==> src/rtl/tea_pkg.sv <==
`timescale 1ns / 1ps

package tea_pkg;

  localparam logic [31:0] TEA_DELTA = 32'h9E37_79B9;

  localparam int unsigned WORD_W = 32;
  localparam int unsigned KEY_WORDS = 4;
  localparam int unsigned KEY_IDX_W = $clog2(KEY_WORDS);

  typedef enum logic [KEY_IDX_W-1:0] {
    KEY_IDX_0 = 2'd0,
    KEY_IDX_1 = 2'd1,
    KEY_IDX_2 = 2'd2,
    KEY_IDX_3 = 2'd3
  } key_idx_t;

  typedef enum logic {
    KIND_ENCRYPT = 1'b0,
    KIND_DECRYPT = 1'b1
  } kind_t;

  typedef struct packed {
    logic [WORD_W-1:0] k0;
    logic [WORD_W-1:0] k1;
    logic [WORD_W-1:0] k2;
    logic [WORD_W-1:0] k3;
  } key_t;

  // One word in flight through the cell chain.
  typedef struct packed {
    logic              valid;
    kind_t             kind;
    logic [WORD_W-1:0] v0;
    logic [WORD_W-1:0] v1;
    logic [WORD_W-1:0] sum;
  } cell_word_t;

endpackage

==> src/rtl/tea_cell.sv <==
`timescale 1ns / 1ps

// One half-round of TEA. Even cells own the first half of a round, odd cells
// the second half and the sum step.
module tea_cell #(
  parameter bit SECOND_HALF = 1'b0
) (
  input  logic                clk,
  input  logic                rst_n,
  input  tea_pkg::key_t       key,
  input  tea_pkg::cell_word_t word_in,
  output tea_pkg::cell_word_t word_out
);

  tea_pkg::cell_word_t word_r;
  tea_pkg::cell_word_t word_nxt;

  logic        upd_v0;
  logic [31:0] x;
  logic [31:0] ka;
  logic [31:0] kb;
  logic [31:0] mix;
  logic [31:0] tgt;
  logic [31:0] tgt_new;

  // Encrypt updates v0 first, decrypt updates v1 first.
  assign upd_v0 = ((word_in.kind == tea_pkg::KIND_DECRYPT) == SECOND_HALF);

  always_comb begin
    x   = upd_v0 ? word_in.v1 : word_in.v0;
    ka  = upd_v0 ? key.k0 : key.k2;
    kb  = upd_v0 ? key.k1 : key.k3;
    tgt = upd_v0 ? word_in.v0 : word_in.v1;
    mix = ((x << 4) + ka) ^ (x + word_in.sum) ^ ((x >> 5) + kb);
    tgt_new = (word_in.kind == tea_pkg::KIND_DECRYPT) ? (tgt - mix) : (tgt + mix);
  end

  always_comb begin
    word_nxt       = word_in;
    word_nxt.v0    = upd_v0 ? tgt_new : word_in.v0;
    word_nxt.v1    = upd_v0 ? word_in.v1 : tgt_new;
    if (SECOND_HALF) begin
      word_nxt.sum = (word_in.kind == tea_pkg::KIND_DECRYPT) ?
                     (word_in.sum - tea_pkg::TEA_DELTA) :
                     (word_in.sum + tea_pkg::TEA_DELTA);
    end
  end

  always_ff @(posedge clk) begin
    if (!rst_n) begin
      word_r <= '0;
    end else begin
      word_r <= word_nxt;
    end
  end

  assign word_out = word_r;

`ifndef SYNTHESIS
  a_valid_advance: assert property (@(posedge clk) disable iff (!rst_n)
    word_in.valid |=> word_r.valid)
    else $error("tea_cell: valid word dropped");

  a_no_phantom: assert property (@(posedge clk) disable iff (!rst_n)
    !word_in.valid |=> !word_r.valid)
    else $error("tea_cell: word appeared from nothing");

  a_other_half_held: assert property (@(posedge clk) disable iff (!rst_n)
    word_in.valid |=> ($past(upd_v0) ? (word_r.v1 == $past(word_in.v1))
                                     : (word_r.v0 == $past(word_in.v0))))
    else $error("tea_cell: untouched half changed");

  a_sum_step: assert property (@(posedge clk) disable iff (!rst_n)
    (word_in.valid && SECOND_HALF) |=>
      ((word_r.kind == tea_pkg::KIND_DECRYPT) ?
        (word_r.sum == $past(word_in.sum) - tea_pkg::TEA_DELTA) :
        (word_r.sum == $past(word_in.sum) + tea_pkg::TEA_DELTA)))
    else $error("tea_cell: sum stepped wrong");
`endif

endmodule

==> config.mk <==
export PLATFORM = sky130hd
export DESIGN_NAME = tea_cell
export DESIGN_NICKNAME = d
export VERILOG_FILES = /design/src/rtl/tea_pkg.sv /design/src/rtl/tea_cell.sv
export SDC_FILE = /design/constraint.sdc
export NUM_CORES = 1
export LEC_CHECK = 0
export BUFFER_PORTS_ARGS = -buffer_cell sky130_fd_sc_hd__buf_2
export CAP_MARGIN = 20
export CORE_MARGIN = 2
export CORE_UTILIZATION = 60
export CTS_BUF_LIST = sky130_fd_sc_hd__clkbuf_2
export DETAILED_ROUTE_END_ITERATION = 7
export MAX_ROUTING_LAYER = met4
export PLACE_DENSITY = 0.95
export SLEW_MARGIN = 20
export SYNTH_ARGS = -nofsm -noshare
export SYNTH_HDL_FRONTEND = slang
export SYNTH_SLANG_ARGS = --single-unit
export TNS_END_PERCENT = 30
==> constraint.sdc <==
create_clock -name clk -period 27.6 [get_ports clk]
set_clock_uncertainty 0.1 [all_clocks]
set_input_delay 8.28 -clock clk [delete_from_list [all_inputs] [get_ports clk]]
set_output_delay 8.28 -clock clk [all_outputs]
set_load 0.02 [all_outputs]
* After elaboration in Yosys (flattened, before gate mapping) *
Index checks and enable logic that the tools add are counted.

cells by class
  $add $sub $neg = 5
  multipliers = 0
  div/mod/pow operators = 0
  magnitude comparators = 0
  equality and inequality tests = 0
  shift operators = 0
  mux-type cells = 7
  bitwise gates (word level) = 2
  reduce and logical (&&, ||, !) cells = 0

operators with widths
  operator        number
  $mux 32         7
  $add 32x32->32  3
  $xor 32x32->32  2
  $add 27x32->32  1
  $sub 32x32->32  1

storage, ports and cells
  bits in registers = 98
  latch bits = 0
  memory bits (writable) = 0
  ROM bits = 0
  bits of input ports = 228
  output and inout bits = 98
  memories kept = 0

* Logic depth before layout (Yosys ltp) *
Gate-level depths: netlist of run 1.

  depth in word-level cells = 7
  gate-level depth with buffers = 35
  depth with buffers taken out = 30

* Worst setup path after synthesis of run 1 *
OpenSTA, ideal clock, no wires.

  path kind = input to register
  start = input word_in[96] (netlist bit)
  end = register word_r (netlist bit word_out[95])
  setup time = 0.122 ns
  data arrival time = 14.845 ns
  required time = 27.378 ns
  path slack = 12.533 ns
  stages on the path = 33
  path buffers = 5
  cell sequence = buf_2 clkbuf_1 clkbuf_1 clkbuf_1 mux2_2 ha_1 fa_1 a21o_1 a221o_1 o31ai_1 nor3_1 nor2_1 xor2_1 xnor3_1 nor3_4 nand2_1 nor3_4 a21oi_1 xnor2_1 ha_1 clkbuf_1 a21o_1 a21oi_1 nor2_1 nor2_1 o21ai_0 a21oi_1 o221ai_1 a21oi_1 xor3_2 nand2_1 nor2_1 a221o_1

between the ends
  cells in the longest elaborated chain, start to end = 7
  elaborated cells on any way between the ends = 13
  classes of those cells = add/sub: 5; mux: 6; bitwise: 2

ends and longest elaborated chain
  what                                              RTL line                        RTL
  start, declared                                   tea_cell.sv:11                  input tea_pkg::cell_word_t word_in,
  $mux 32 (on tied branches)                        tea_cell.sv:31, tea_cell.sv:30
  $add 32x32->32                                    tea_cell.sv:34                  mix = ((x << 4) + ka) ^ (x + word_in.sum) ^ ((x >> 5) + kb);
  $xor 32x32->32 (2 in series)                      tea_cell.sv:34
  $add 32x32->32 or $sub 32x32->32 (tied branches)  tea_cell.sv:35                  tgt_new = (word_in.kind == tea_pkg::KIND_DECRYPT) ? (tgt - mix) : (tgt + mix);
  $mux 32                                           tea_cell.sv:35
  $mux 32 *                                         tea_cell.sv:40                  word_nxt.v0 = upd_v0 ? tgt_new : word_in.v0;
  end signal, assigned                              tea_cell.sv:53                  word_r <= word_nxt;
  end, declared                                     tea_cell.sv:15                  tea_pkg::cell_word_t word_r;

Mark *: on every way between the ends. The rest lies on a longest branch, timed or not.
A chain may end at the register's enable or synchronous reset.

* Worst setup path after layout of run 1 *
Same ends and word-level chain as after synthesis.

==> reports/metrics.csv, run 1 <==
metric,value,unit
#FFs+latches synth,98,
net count after synthesis,1792,
Buffers & Inverters on Critical Path,2,
Max VDD drop,0.0440,mV
Total GRT Usage,36.4,%
Max clock buf depth,2,
Final Hold Viols,0,
core area,0.0194,mm^2
"EDFF count, synth",0,
DRC errors left,0,
Max Cap Viol,0,
WS Path Type,input port to flop,
max reg flops,98,
Worst EP required,28.13,ns
"delay-heaviest family, CP",compound AO/OA/AOI/OAI gates,
WP depth,29,
Critical path origin,word_in[96],
P&R area growth vs syn,15.6,%
P_leak,6.56,nW
Critical Path AT,15.78,ns
CTS Root Buffer Type,clkbuf_2,
Num CTS Buffers,9,
gr ovfl total,0,
total length of routed wires,37.7,mm
Fin Setup TNS,0,ns
PwrDens,93.2,mW/mm^2
die height,144,um
CP Launch Type,input port,
initial core utilization,60.9,%
RSZ-0062 raised after global routing,no,
die width,144,um
Post-CTS Hold Buffers,0,
WL/cell,18.9,um
first-pass GRT wire length,58.0,mm
fraction of registers with async set/reset,0,%
crit-path max FO,131,
"Cell Area, Synth",0.0118,mm^2
worst setup path end,word_out[95],
pin count of the biggest net entering global routing,132,
Syn Inst Count,1443,
port buffer count,325,
first-pass iteration count of the detailed router,5,
CTS resizes,0,
htree depth,3,
Final Slew Violations,0,
Final setup viols,0,
clock sink count,98,
CP Capture Type,flop,
die area,0.0208,mm^2
Detail Route Antenna Nets,0,
Ys Warns,0,
hpwl dp,31.1,mm
"Reg clk slew, reported paths",0.37,ns
initial antenna violation count,3,
status,finished clean,
Slew HR,33.1,%
max frequency,65.6,MHz
register area share after synthesis,16.6,%
FP Rows,51,
vias in the first global route,11500,
Most used DFF post-synth,dfxtp_1,
Ports,326,
"commonest non-fill, non-tap cells in the layout","buf_2 (324), a21oi_1 (136), nand2_1 (134)",
vias post-DR,12200,
Post-CTS Setup Repair Bufs,0,
"most common cell after layout, fill and taps aside",buf_2,
fin crit period,15.25,ns
DR iter-0 viols,911,
HP Class,input port to flop,
routability cong.,0.996,
CTS tree,built,
slew at the pin closest to its max-slew limit,1.00,ns
CP peak stage delay,0.76,ns
"Net count, final",2072,
average cell area after synthesis,8.18,um^2
layout cells sized above 1,28.4,%
drt via density,6.12,
final period utilization,55.2,%
fin area,0.0137,mm^2
Synth cell types,84,
DP Area,0.0135,mm^2
CP max stage cell,buf_4,
per-stage QoR:
| stage | instances | setup slack [ns] | power, mW | hold WS [ns] | util, % |
|---|---|---|---|---|---|
| after floorplan | 1443 | 12.53 | 0.950 | 8.30 | - |
| after global placement | 1977 | 12.17 | 1.15 | 8.39 | 69.8 |
| after detailed placement | 1977 | 11.77 | 1.18 | 8.39 | 69.8 |
| after CTS | 1993 | 12.52 | 1.25 | 7.64 | 70.4 |
| after global routing | 1996 | 11.81 | 1.37 | 7.64 | 70.4 |
| final | 1996 | 12.35 | 1.27 | 7.65 | 70.4 |
worst min-delay path by stage:
stage	from	endpoint	cells after the start
floorplan	word_in[31]	word_out[31]	1
global placement	word_in[97]	word_out[97]	2
detailed placement	word_in[97]	word_out[97]	2
CTS	word_in[97]	word_out[97]	2
global route	word_in[97]	word_out[97]	2
finish	word_in[97]	word_out[97]	2
routing by layer:
| layer | track usage, % | wire (um) | up-vias |
|---|---|---|---|
| met3 | 5.30 | 3450 | 82 |
| met1 | 49.7 | 16400 | 5722 |
| met4 | 9.91 | 894 | 0 |
| li1 | - | - | 5777 |
| met2 | 56.5 | 17000 | 626 |
| met5 | - | 0 | - |
report_power, final:
part	leakage [nW]	switching (mW)	total (mW)	internal (mW)
Sequential	0.816	0.00935	0.194	0.185
Clock	0.0705	0.0617	0.0765	0.0148
Combinational	5.67	0.578	1.00	0.424
cell families after synthesis:
kind of cell	after synthesis	share of synthesized area [%]
AO/OA/AOI/OAI	413	22.8
XOR/XNOR	193	16.3
adder cells (fa/ha/maj)	121	13.1
buffers and inverters	105	3.68
flip-flops	98	16.6
multiplexers	109	10.2
AND/OR/NAND/NOR	404	17.3
final cells by class:
| type | count | area [um^2] |
|---|---|---|
| Inverter | 44 | 165 |
| Timing Repair Buffer | 330 | 1670 |
| Clock buffer | 10 | 50.0 |
| Multi-Input combinational cell | 1240 | 9410 |
| Sequential cell | 98 | 1960 |
| Tap cell | 265 | 332 |
| Antenna cell | 3 | 7.51 |
| Clock inverter | 6 | 57.6 |
| Fill cell | 1581 | 5740 |
synthesized netlist by cell type (5+ instances only):
library cell,number,area share [%]
and3_1,11,0.58
inv_1,44,1.4
a31oi_1,21,1.1
o31ai_1,10,0.64
dfxtp_1,98,17
o21bai_1,17,1.1
nand2b_1,12,0.64
xnor3_1,10,1.9
o21a_1,17,1.1
nand4_1,16,0.85
a211oi_1,14,0.89
mux2_2,93,8.9
mux2i_1,16,1.4
xor2_1,54,4.0
o221ai_1,5,0.37
nor2b_1,11,0.58
o21ai_0,69,2.9
nand3_1,25,1.1
nor3_1,12,0.51
o21ai_1,7,0.30
a21oi_1,136,5.8
a21o_1,45,2.9
or2_2,19,1.0
and2_1,52,2.8
clkbuf_1,53,1.7
xnor2_1,123,9.1
nand2_1,134,4.3
a22o_1,10,0.74
o211ai_1,11,0.70
nor2_1,85,2.7
ha_1,117,12
a221o_1,5,0.42
(Power assumes the default switching activity.)
==> inputs of run 2 (changes only) <==
--- a/config.mk
+++ b/config.mk
@@ -8,11 +8,11 @@
 export BUFFER_PORTS_ARGS = -buffer_cell sky130_fd_sc_hd__buf_2
 export CAP_MARGIN = 20
 export CORE_MARGIN = 2
-export CORE_UTILIZATION = 60
+export CORE_UTILIZATION = 50
 export CTS_BUF_LIST = sky130_fd_sc_hd__clkbuf_2
 export DETAILED_ROUTE_END_ITERATION = 7
 export MAX_ROUTING_LAYER = met4
-export PLACE_DENSITY = 0.95
+export PLACE_DENSITY = 0.92
 export SLEW_MARGIN = 20
 export SYNTH_ARGS = -nofsm -noshare
 export SYNTH_HDL_FRONTEND = slang
==> constraint.sdc (replaced) <==
create_clock -name clk -period 13.3 [get_ports clk]
set_clock_uncertainty 0.1 [all_clocks]
set_input_delay 3.99 -clock clk [delete_from_list [all_inputs] [get_ports clk]]
set_output_delay 3.99 -clock clk [all_outputs]
set_load 0.02 [all_outputs]
==> reports/metrics.csv, run 2 (synthesis gave the netlist of run 1 again) <==
metric,value,unit
status,finished clean,
Final Hold Viols,0,
DP Area,0.0136,mm^2
Final Slew Violations,0,
DRC errors left,0,
die height,158,um
initial core utilization,50.6,%
dpl cells,2031,
met1 wire length,17.0,mm
Max VDD drop,0.0910,mV
Slew HR,32.3,%
metal3 WL,3.49,mm
Critical Path AT,11.09,ns
uppermost layer routed,met4,
first-pass iteration count of the detailed router,5,
Total GRT Usage,30.2,%
CP Capture Type,flop,
first-pass GRT wire length,57.1,mm
Post-CTS Setup Repair Bufs,0,
max reg flops,98,
vias in the first global route,11100,
CP peak stage delay,0.54,ns
Max Cap Viol,0,
vias post-DR,11900,
max frequency,94.9,MHz
P_leak,6.56,nW
final period utilization,79.2,%
die area,0.0249,mm^2
Post-Layout Cell Count,2048,
"most common cell after layout, fill and taps aside",buf_2,
"Net count, final",2072,
drt via density,5.81,
power consumption,2.63,mW
"Reg clk slew, reported paths",0.36,ns
fin crit period,10.54,ns
Detail Route Antenna Nets,0,
port buffer count,325,
die width,158,um
worst setup path end,word_out[95],
final core occ,58.9,%
routability cong.,0.970,
FP Rows,56,
hpwl dp,31.4,mm
CTS Root Buffer Type,clkbuf_2,
DR iter-0 viols,1125,
initial antenna violation count,1,
Max clock buf depth,2,
Num CTS Buffers,9,
gr ovfl total,0,
crit-path max FO,81,
Post-CTS Hold Buffers,0,
CTS resizes,0,
core area,0.0233,mm^2
CP max stage cell,xnor3_1,
clock sink count,98,
Fin Setup TNS,0,ns
PwrDens,191,mW/mm^2
CP Launch Type,input port,
total length of routed wires,37.9,mm
"Top cell by count, worst path",a21oi_1,
Worst EP required,13.85,ns
htree depth,3,
fin area,0.0137,mm^2
WS Path Type,input port to flop,
P&R area growth vs syn,16.3,%
HP Class,input port to flop,
slew at the pin closest to its max-slew limit,1.01,ns
WL/cell,18.5,um
WL met2,16.6,mm
"commonest non-fill, non-tap cells in the layout","buf_2 (324), a21oi_1 (136), nand2_1 (134)",
pin count of the biggest net entering global routing,121,
Critical path origin,word_in[96],
Final setup viols,0,
layout cells sized above 1,28.4,%
RSZ-0062 raised after global routing,no,
Ports,326,
CTS tree,built,
run 2: changes by cell type in the layout (fill, tap and decap cells not counted), sizes merged:
cell / before / now
clkinv: 3 / 2
diode: 3 / 1
inv: 47 / 48
run 2: layer usage:
metal,GRT usage [%],up-vias
li1,-,5786
met1,41.5,5499
met2,46.7,563
met3,4.02,57
met4,8.10,0
met5,-,-
run 2: worst max-delay path: cells and delay by family:
kind | cells | cell delay (ns)
AND/OR/NAND/NOR | 9 | 1.26
XOR/XNOR | 3 | 0.99
adder cells (fa/ha/maj) | 3 | 1.10
buffers and inverters | 2 | 0.57
AO/OA/AOI/OAI | 13 | 3.09
run 2: worst min-delay path by stage:
stage | slack [ns] | cells past startpoint | from | to
after floorplan | 4.01 | 1 | word_in[31] | word_out[31]
after global placement | 4.10 | 2 | word_in[97] | word_out[97]
after detailed placement | 4.10 | 2 | word_in[97] | word_out[97]
after CTS | 3.36 | 2 | word_in[27] | word_out[27]
after global routing | 3.37 | 2 | word_in[28] | word_out[28]
final | 3.38 | 2 | word_in[27] | word_out[27]
run 2: stage by stage:
step                      hold WS, ns  setup slack (ns)
final                            3.38              2.76
after global routing             3.37              2.28
after CTS                        3.36              2.90
after detailed placement         4.10              2.12
after global placement           4.10              2.33
after floorplan                  4.01              2.52
run 2: area by class of cell:
class,instances,area [um^2]
Antenna cell,1,2.50
Clock buffer,10,50.0
Clock inverter,6,57.6
Fill cell,2073,9600
Inverter,44,165
Multi-Input combinational cell,1240,9410
Sequential cell,98,1960
Tap cell,319,399
Timing Repair Buffer,330,1680
run 2: power by group:
group          internal [mW]  switching [mW]
combinational          0.879            1.19
clock                 0.0309           0.125
sequential             0.383          0.0190
total                   1.29            1.33
